--- config.mk ---
export PLATFORM = sky130hd
export DESIGN_NAME = wildcard_glob_matcher_flat
export DESIGN_NICKNAME = d
export VERILOG_FILES = /design/src/wgm_pkg.sv /design/src/wgm_stream_if.sv /design/src/wgm_nfa.sv /design/src/wildcard_glob_matcher.sv /design/src/flat_wrapper.sv
export SDC_FILE = /design/constraint.sdc
export NUM_CORES = 1
export LEC_CHECK = 0
export BUFFER_PORTS_ARGS = -buffer_cell sky130_fd_sc_hd__buf_2
export CAP_MARGIN = 30
export CORE_MARGIN = 4
export CORE_UTILIZATION = 44
export CTS_BUF_LIST = sky130_fd_sc_hd__clkbuf_4 sky130_fd_sc_hd__clkbuf_8 sky130_fd_sc_hd__clkbuf_16
export DETAILED_ROUTE_END_ITERATION = 16
export PLACE_DENSITY = 0.59
export SYNTH_ARGS = -nofsm -noshare
export SYNTH_HDL_FRONTEND = slang
export SYNTH_SLANG_ARGS = --single-unit
export TNS_END_PERCENT = 10
--- constraint.sdc ---
create_clock -name clk -period 5.8 [get_ports clk]
set_input_delay 1.16 -clock clk [delete_from_list [all_inputs] [get_ports clk]]
set_output_delay 1.16 -clock clk [all_outputs]
set_load 0.05 [all_outputs]
--- src/wgm_pkg.sv ---
// Shared types and constants for the wildcard glob matcher.
package wgm_pkg;

	localparam int MAX_PATTERN_DEF = 32;

	localparam logic [7:0] STAR_BYTE = 8'h2A;
	localparam logic [7:0] ANY_BYTE  = 8'h3F;

	typedef enum logic [1:0] {
		KIND_CLEAR  = 2'd0,
		KIND_APPEND = 2'd1,
		KIND_TEXT   = 2'd2,
		KIND_END    = 2'd3
	} kind_t;

	typedef struct packed {
		kind_t      kind;
		logic [7:0] character;
	} item_t;

	typedef struct packed {
		logic matched;
		logic overflow;
	} res_t;

endpackage

--- src/wgm_stream_if.sv ---
// Valid/ready stream channel carrying one payload per transfer.
interface wgm_stream_if #(parameter type T = logic) ();
	logic valid;
	logic ready;
	T     data;

	modport source (output valid, output data, input ready);
	modport sink (input valid, input data, output ready);
endinterface

--- src/wgm_nfa.sv ---
// Pattern store and bit-vector NFA with star closure.
module wgm_nfa #(
	parameter int MAX_PATTERN = wgm_pkg::MAX_PATTERN_DEF
) (
	input  logic           clk,
	input  logic           arst_n,
	input  logic           fire,
	input  wgm_pkg::item_t item,
	output wgm_pkg::res_t  res
);
	import wgm_pkg::*;

	localparam int VW   = MAX_PATTERN + 1;
	localparam int LVLS = (VW > 1) ? $clog2(VW) : 1;

	logic [7:0]             store_q [MAX_PATTERN];
	logic [MAX_PATTERN-1:0] used_q;    // thermometer of written entries
	logic [VW-1:0]          endpos_q;  // one-hot at the pattern length
	logic [VW-1:0]          active_q;  // closed position vector
	logic [VW-1:0]          lead_q;    // closed restart vector
	logic                   ovf_q;

	logic [MAX_PATTERN-1:0] star;
	logic [MAX_PATTERN-1:0] hit;
	logic [VW-1:0]          step_v;
	logic [VW-1:0]          closed_v;
	logic [VW-1:0]          lead_app;
	logic                   full;

	always_comb begin
		for (int i = 0; i < MAX_PATTERN; i++) begin
			star[i] = used_q[i] && (store_q[i] == STAR_BYTE);
			hit[i]  = used_q[i] && (store_q[i] != STAR_BYTE) &&
				((store_q[i] == ANY_BYTE) || (store_q[i] == item.character));
		end
	end

	assign step_v = {1'b0, active_q[MAX_PATTERN-1:0] & star}
		| {active_q[MAX_PATTERN-1:0] & hit, 1'b0};

	// Star closure as a parallel prefix: a bit runs forward across a run of stars.
	always_comb begin
		logic [VW-1:0] g;
		logic [VW-1:0] p;
		g = step_v;
		p = {star, 1'b0};
		for (int l = 0; l < LVLS; l++) begin
			g = g | (p & (g << (1 << l)));
			p = p & (p << (1 << l));
		end
		closed_v = g;
	end

	assign full = used_q[MAX_PATTERN-1];
	// Restart vector grows only while the pattern so far is all stars.
	assign lead_app = lead_q
		| (((lead_q & endpos_q) << 1) & {VW{item.character == STAR_BYTE}});

	always_ff @(posedge clk) begin
		if (fire && item.kind == KIND_APPEND) begin
			for (int i = 0; i < MAX_PATTERN; i++) begin
				if (endpos_q[i])
					store_q[i] <= item.character;
			end
		end
	end

	always_ff @(posedge clk or negedge arst_n) begin
		if (!arst_n) begin
			used_q   <= '0;
			endpos_q <= VW'(1);
			active_q <= VW'(1);
			lead_q   <= VW'(1);
			ovf_q    <= 1'b0;
		end else if (fire) begin
			unique case (item.kind)
				KIND_CLEAR: begin
					used_q   <= '0;
					endpos_q <= VW'(1);
					active_q <= VW'(1);
					lead_q   <= VW'(1);
					ovf_q    <= 1'b0;
				end
				KIND_APPEND: begin
					if (full) begin
						ovf_q    <= 1'b1;
						active_q <= lead_q;
					end else begin
						used_q   <= used_q | endpos_q[MAX_PATTERN-1:0];
						endpos_q <= endpos_q << 1;
						lead_q   <= lead_app;
						active_q <= lead_app;
					end
				end
				KIND_TEXT: active_q <= closed_v;
				KIND_END:  active_q <= lead_q;
				default:   active_q <= active_q;
			endcase
		end
	end

	assign res.matched  = (|(active_q & endpos_q)) && !ovf_q;
	assign res.overflow = ovf_q;

endmodule

--- src/wildcard_glob_matcher.sv ---
// Glob matcher ('?' one byte, '*' any run) over a streamed text. Items are
// taken one per cycle: clear, append a pattern byte, text byte, or end of text;
// only an end item returns a result (matched, overflow), via input and result
// registers. The input register frees every cycle while the result register
// can take a new result, so a stalled result side stalls the input only once an
// end item waits behind a held result; items behind that end item wait as well.
// Pattern holds up to MAX_PATTERN bytes; a longer pattern sets overflow.
module wildcard_glob_matcher #(
	parameter int MAX_PATTERN = wgm_pkg::MAX_PATTERN_DEF
) (
	input logic          clk,
	input logic          arst_n,
	wgm_stream_if.sink   item,
	wgm_stream_if.source result
);
	import wgm_pkg::*;

	logic  s1_valid_q;
	item_t item_s1;
	logic  out_valid_q;
	res_t  out_data_q;
	res_t  nfa_res;
	logic  out_free;
	logic  s1_fire;
	logic  end_fire;

	assign out_free   = !out_valid_q || result.ready;
	assign s1_fire    = s1_valid_q && ((item_s1.kind != KIND_END) || out_free);
	assign end_fire   = s1_fire && (item_s1.kind == KIND_END);
	assign item.ready = !s1_valid_q || s1_fire;

	always_ff @(posedge clk or negedge arst_n) begin
		if (!arst_n) begin
			s1_valid_q <= 1'b0;
		end else if (item.ready) begin
			s1_valid_q <= item.valid;
		end
	end

	always_ff @(posedge clk) begin
		if (item.ready && item.valid)
			item_s1 <= item.data;
	end

	wgm_nfa #(.MAX_PATTERN(MAX_PATTERN)) u_nfa (
		.clk    (clk),
		.arst_n (arst_n),
		.fire   (s1_fire),
		.item   (item_s1),
		.res    (nfa_res)
	);

	always_ff @(posedge clk or negedge arst_n) begin
		if (!arst_n) begin
			out_valid_q <= 1'b0;
		end else if (end_fire) begin
			out_valid_q <= 1'b1;
		end else if (result.ready) begin
			out_valid_q <= 1'b0;
		end
	end

	always_ff @(posedge clk) begin
		if (end_fire)
			out_data_q <= nfa_res;
	end

	assign result.valid = out_valid_q;
	assign result.data  = out_data_q;

	a_end_gives_result: assert property (@(posedge clk) disable iff (!arst_n)
		end_fire |=> out_valid_q)
		else $error("end transfer produced no result");

	a_taken_result_clears: assert property (@(posedge clk) disable iff (!arst_n)
		(out_valid_q && result.ready && !end_fire) |=> !out_valid_q)
		else $error("result repeated after transfer");

	a_match_excludes_ovf: assert property (@(posedge clk) disable iff (!arst_n)
		(out_valid_q && out_data_q.matched) |-> !out_data_q.overflow)
		else $error("match reported with overflow");

	a_stall_only_when_full: assert property (@(posedge clk) disable iff (!arst_n)
		!item.ready |-> (s1_valid_q && item_s1.kind == KIND_END && out_valid_q))
		else $error("input stalled without a pending end item");

endmodule

--- src/flat_wrapper.sv ---
// flat-port wrapper written by rule: the top's interface ports become plain ports
module wildcard_glob_matcher_flat import wgm_pkg::*;
#(
	parameter int MAX_PATTERN = wgm_pkg::MAX_PATTERN_DEF
)
  (clk, arst_n, item_valid, item_data, item_ready, result_valid, result_data, result_ready);
  wgm_stream_if #(.T(item_t)) item_i ();
  wgm_stream_if #(.T(res_t)) result_i ();
  input logic clk;
  input logic arst_n;
  input wire logic [$bits(item_i.valid)-1:0] item_valid;
  input wire logic [$bits(item_i.data)-1:0] item_data;
  output wire logic [$bits(item_i.ready)-1:0] item_ready;
  output wire logic [$bits(result_i.valid)-1:0] result_valid;
  output wire logic [$bits(result_i.data)-1:0] result_data;
  input wire logic [$bits(result_i.ready)-1:0] result_ready;
  assign item_i.valid = item_valid;
  assign item_i.data = item_data;
  assign item_ready = item_i.ready;
  assign result_valid = result_i.valid;
  assign result_data = result_i.data;
  assign result_i.ready = result_ready;
  wildcard_glob_matcher #(.MAX_PATTERN(MAX_PATTERN)) u_core (.clk(clk), .arst_n(arst_n), .item(item_i), .result(result_i));
endmodule
# Yosys cells after proc, flatten, opt, wreduce, memory -nomap -nowiden

Memories as Yosys holds them, arrays and structs flattened.
Cells that the tools add are included.

Memories kept: 1
Word-level logic and storage cells: 426
Flip-flop bits (word level): 146
Memory bits (writable): 256
Output and inout port bits: 4
Bits of input ports: 14

Reductions and logical operators: 146
Bitwise logic cells: 25
Mux-type cells: 107
Equal/unequal tests: 135

Memories:

| memory               | depth | bits a word | rd ports | clocked after memory_dff | write ports | line          | source |
|---|---|---|---|---|---|---|---|
| u_core.u_nfa.store_q | 32    | 8           | 32       | 0                        | 32          | wgm_nfa.sv:16 | `logic [7:0] store_q [MAX_PATTERN];` |

Operator list:

| operator                                      | count |
|---|---|
| == test 8 x 6 -> 1 bit, second input constant | 65 |
| AND 33 bit                                    | 13 |
| == test 8 bit                                 | 32 |
| != test 8 x 6 -> 1 bit, second input constant | 32 |
| OR 33 bit                                     | 7 |
| case mux 33 bit (2 select lines)              | 2 |
| case mux 33 bit (4 select lines)              | 1 |
| logical AND 1 bit                             | 101 |
| two-way mux 1 bit                             | 99 |
| AND 32 bit                                    | 3 |
| two-way mux 33 bit                            | 2 |
| case mux 32 bit (2 select lines)              | 1 |
| logical OR 1 bit                              | 35 |
| OR 32 x 33 -> 33 bit                          | 1 |
| OR reduction 33 bit                           | 1 |
| two-way mux 32 bit                            | 1 |
| OR 32 bit                                     | 1 |
| != test 2 bit, second input constant          | 3 |
| AND reduction 3 bit                           | 2 |
| == test 2 bit, second input constant          | 2 |
| nonzero test 2 bit                            | 2 |
| logical NOT 1 bit                             | 3 |
| == test 2 x 1 -> 1 bit, second input constant | 1 |
| logical NOT 2 bit                             | 1 |
| other kinds (2)                               | 2 |

# Depth between registers and ports, before layout

Depth in word-level cells: 18
Gate-level depth with buffers: 14
Mapped depth without buffers: 10

# By module

Synthesis repeated with hierarchy kept, for this count alone.

Cell total of the unflattened synthesis: 1894
Area total of the unflattened synthesis: 20659.8 um2

By module, submodules not included:

| module                | instances | seq. area each (um2) | cells an instance | area each (um2) |
|---|---|---|---|---|
| wgm_nfa               | 1         | 10994.3              | 1871              | 20188.1 |
| wildcard_glob_matcher | 1         | 410.4                | 23                | 471.7 |

# Worst setup path after synthesis

No wires, ideal clock.

Path type: register to register
Start point: register u_core.item_s1[0] (netlist bit)
End point: register u_core.u_nfa.active_q[22]
Path buffers: 3
Data arrival time: 2.931 ns
Required time: 5.676 ns
Stages on the path, launching flop included: 14
Library setup time: 0.124 ns
Period minus slack after synthesis: 3.055 ns
Setup slack: 2.745 ns
Cells stage by stage: edfxtp_1 -> buf_4 -> buf_8 -> buf_8 -> xnor2_1 -> nand4_1 -> nor2_1 -> o2bb2ai_2 -> nor3b_1 -> a2111oi_0 -> o221ai_1 -> a2111oi_4 -> nor2_2 -> a211o_1

Word-level cells in the longest chain between the ends: 16
Elaborated cells between the ends (all ways): 84
Classes of those cells: 23 x eq/ne; 2 x mux; 15 x bitwise; 44 x reduce/logical

Ends and longest elaborated chain:

| what                               | line                        | source |
|---|---|---|
| start, declared                    | wildcard_glob_matcher.sv:19 | `item_t item_s1;` |
| start signal, assigned             | wildcard_glob_matcher.sv:42 | `item_s1 <= item.data;` |
| == test 8 bit                      | wgm_nfa.sv:34               | `((store_q[i] == ANY_BYTE) \|\| (store_q[i] == item.character));` |
| logical OR 1 bit                   | wgm_nfa.sv:34               |  |
| logical AND 1 bit                  | wgm_nfa.sv:33               | `hit[i] = used_q[i] && (store_q[i] != STAR_BYTE) &&` |
| AND 32 bit                         | wgm_nfa.sv:39               | `\| {active_q[MAX_PATTERN-1:0] & hit, 1'b0};` |
| OR 32 x 33 -> 33 bit               | wgm_nfa.sv:39               |  |
| AND 33 bit                         | wgm_nfa.sv:48               | `g = g \| (p & (g << (1 << l)));` |
| OR 33 bit                          | wgm_nfa.sv:48               |  |
| AND 33 bit                         | wgm_nfa.sv:48               |  |
| OR 33 bit                          | wgm_nfa.sv:48               |  |
| AND 33 bit                         | wgm_nfa.sv:48               |  |
| OR 33 bit                          | wgm_nfa.sv:48               |  |
| AND 33 bit                         | wgm_nfa.sv:48               |  |
| OR 33 bit (3 in series)            | wgm_nfa.sv:48               |  |
| case mux 33 bit (4 select lines) * | wgm_nfa.sv:76               | `unique case (item.kind)` |
| end signal, assigned               | wgm_nfa.sv:87               | `active_q <= lead_q;` |
| end signal, assigned               | wgm_nfa.sv:92               | `active_q <= lead_app;` |
| end signal, assigned               | wgm_nfa.sv:95               | `KIND_TEXT: active_q <= closed_v;` |
| end, declared                      | wgm_nfa.sv:19               | `logic [VW-1:0] active_q;` |

Mark *: on every way between the ends. The rest lies on a longest branch, timed or not.
A chain may end at the register's enable or synchronous reset.

# Worst setup path after layout

Start point: register u_core.item_s1[6] (netlist bit)
End point: register u_core.u_nfa.active_q[22]

The elaborated chain is that of the path after synthesis.

==> summary.md <==
| Metric | Value |
|---|---|
| Final count of pins violating max slew | `0` |
| Num CTS Buffers | `45` |
| DR vias/cell | `6.17` |
| Rows | `79` |
| Die X | `225 µm` |
| Total number of vias | `15600` |
| FF/Latch Area | `0.0114 mm²` |
| CP Class | `reg2reg` |
| Syn Nets | `1868` |
| Main flop type after synthesis | `edfxtp_1` |
| First-pass GRT wire length | `91.1 mm` |
| Number of global-route vias before repair | `15300` |
| Share of cells above drive strength 1 | `9.39%` |
| Synth Warn # | `0` |
| Antenna cells | `0` |
| Top post-synthesis cells by area | `edfxtp_1, dfrtp_1, xnor2_1` |
| Post-route minimum period | `3.85 ns` |
| Hold Fails Final Rpt | `0` |
| Gate Count Post-Synth | `1854` |
| Max Clock Freq | `0.260 GHz` |
| Total Power | `0.00624 W` |
| Maximum vdd drop | `0.273 mV` |
| CP Data Required Time | `6.26 ns` |
| Ys async rst share | `33.3%` |
| Worst-Margin Slew | `1.02 ns` |
| Area growth syn-to-layout | `10.8%` |
| Worst clock skew | `0.0195 ns` |
| Multi-input logic area | `0.00873 mm²` |
| Root buffer cell | `clkbuf_16` |
| FF+latch count, synth | `402` |
| LEAKAGE | `8.07 nW` |
| Status | `complete, no violations` |
| Hold Slack | `0.473 ns` |
| Largest net degree at the start of global routing | `68` |
| Sequential area share after synthesis | `55.0%` |
| Worst EP arrival | `4.31 ns` |
| Final ANT Viol Nets | `0` |
| Filler cells | `4136` |
| Largest fanout on the critical path | `16` |
| # IOs | `18` |
| Number of setup violations in the final report | `0` |
| Syn_area_per_cell | `11.2 µm²` |
| DRC violations left | `0` |
| Final nets | `1894` |
| Worst setup SP type | `flop` |
| Initial detailed-routing violation count | `1222` |
| Wire per inst | `23.5 µm` |
| CTS Buffer Depth | `3` |
| Slew HR | `31.8%` |
| Pwr Density | `272 mW/mm²` |
| CTS Sinks | `402` |
| Clock slew at reported path FFs | `0.06 ns` |
| Grt total ovfl | `0` |
| Reg2reg end | `u_core.u_nfa.active_q[22]` |
| Fin crit share | `66.4%` |
| Mapped Area | `0.0207 mm²` |
| Post-cts gate resize count | `0` |
| Port Buf Inserts | `17` |
| Core area | `0.0466 mm²` |
| DIE AREA | `0.0506 mm²` |
| Die span in y | `225 µm` |
| Crit end category | `flop` |
| Reg2Reg Setup Slack | `1.95 ns` |
| Setup TNS Final | `0 ns` |
| H-tree Lvls | `2` |
| Post-CTS Setup Bufs | `0` |
| RSZ-0062 raised after global routing | `false` |
| Initial core utilization | `44.5%` |
| Initial antenna violation count | `0` |
| CTS tree | `yes` |
| Post-synth top area share | `38.8%` |
| GRT Overall Usage | `23.1%` |
| Post-synth EDFFs | `268` |
| Routed WL | `59.2 mm` |
| Netlist cell types | `97` |
| Leading area contributor after synthesis | `edfxtp_1` |
| R2R cell count | `11` |
| Hold crit path type | `in2async` |
| Max cap viols | `0` |
| Placer congestion estimate | `0.910` |
| Worst r2r src | `u_core.item_s1[6]` |
| Clock latency reported for the late side of the worst-skew pair | `0.58 ns` |
| Dpl hpwl | `41.1 mm` |
| Pre-antenna DRT Iters | `6` |
| Hold_buf cts | `0` |
-- cell usage after synthesis (6+ instances only) --
library cell  count
and2_1           12
o21ai_1          11
a21oi_1          78
and3_1           71
a31o_2           10
a22oi_1          17
a211oi_1          7
nand2_1         113
or4_1            11
buf_2             8
edfxtp_1        268
o22ai_1           6
nor2_1          165
a22o_1           39
a221oi_1          6
o21ai_0          51
or2_2             6
inv_1            35
xnor2_1         160
a32o_1           14
nand2b_1          9
buf_8             8
and4_1            8
nand3_1          75
nand4_1          68
a21o_1            6
dfrtp_1         131
nor4bb_1          8
nor3_1           56
a31oi_1          46
a211o_1           7
buf_4            14
nor3b_1           9
o211ai_1          7
xor2_1           95
nor4_1           38
clkbuf_1         38
or3_1            11
-- through the flow --
step                      cells  utilization [%]  area [µm²]  setup WS (ns)
after floorplan            1854                -       20700           2.75
after global placement     2437             46.0       21400           2.01
after detailed placement   2440             46.2       21500           2.00
after CTS                  2523             49.3       23000           1.95
after global routing       2523             49.3       23000           1.66
final                      2523             49.3       23000           1.95
-- critical path, stage by stage (launching register included) --
cell	delay, ns
edfxtp_1	0.92
buf_4	0.38
xnor2_1	0.10
nand4_1	0.08
o21ai_1	0.07
nand4_1	0.23
o211ai_1	0.14
a211oi_1	0.47
o221ai_1	0.39
a2111oi_4	0.56
nor2_2	0.08
a211o_1	0.31
-- logic make-up (layout without fill, tap and decap cells) --
logic type                Yosys count  in the layout  synth area share, %
xor gates and xnor gates          255            255                 10.8
DFF                               402            402                 55.0
AOI/OAI and AO/OA                 393            393                 13.7
muxes                               1              1               0.0483
buffers and inverters             111            173                 2.95
and+or+nand+nor                   692            692                 17.5
-- cell type report --
class                   instances  share of cell area (%)
flip-flops and latches        402                    49.7
multi-input cells            1341                    38.0
clock buffers                  61                    5.75
well taps                     607                    3.31
repair buffers                 54                    2.00
clock inverters                22                   0.627
inverters                      36                   0.589
-- layout by cell type (no fill, tap or decap), drive strengths merged, types with 58 or more instances in the layout --
| master | instances |
|---|---|
| o21ai | 64 |
| dfrtp | 131 |
| nor2 | 166 |
| a21oi | 78 |
| nor3 | 58 |
| edfxtp | 268 |
| nand4 | 68 |
| clkbuf | 61 |
| xor2 | 95 |
| nand3 | 76 |
| nand2 | 113 |
| and3 | 71 |
| xnor2 | 160 |
-- registers in the layout (all words and copies together) (netlist names) --
signal                 flops
u_core.result.valid        1
u_core.item_s1            10
u_core.u_nfa.ovf_q         1
u_core.u_nfa.lead_q       33
u_core.result.data         2
u_core.u_nfa.store_q     256
u_core.u_nfa.active_q     33
u_core.s1_valid_q          1
u_core.u_nfa.endpos_q     33
u_core.u_nfa.used_q       32
-- per-layer routing --
layer | up-vias | global-route usage, % | share of wire, %
li1 | 7107 | - | -
met1 | 7863 | 31.4 | 44
met4 | 2 | 8.56 | 3.7
met5 | - | 0.759 | 0.076
met2 | 459 | 37.6 | 47
met3 | 134 | 3.65 | 5.2
-- worst max path at each step --
stage / start / end / slack [ns] / depth (start not counted)
after CTS: u_core.item_s1[6] / u_core.u_nfa.active_q[22] / 1.95 / 11
after global routing: u_core.item_s1[6] / u_core.u_nfa.active_q[18] / 1.66 / 11
after detailed placement: u_core.item_s1[6] / u_core.u_nfa.active_q[22] / 2.00 / 11
after global placement: u_core.item_s1[6] / u_core.u_nfa.active_q[22] / 2.01 / 11
after floorplan: u_core.item_s1[0] / u_core.u_nfa.active_q[22] / 2.75 / 13
final: u_core.item_s1[6] / u_core.u_nfa.active_q[22] / 1.95 / 11
-- where the power goes --
group	switching, W	internal (W)	total [W]
Sequential	0.0000386	0.00309	0.00313
Combinational	0.000220	0.000100	0.000321
Clock	0.00116	0.00164	0.00280
Power figures use the tool's default switching activity.
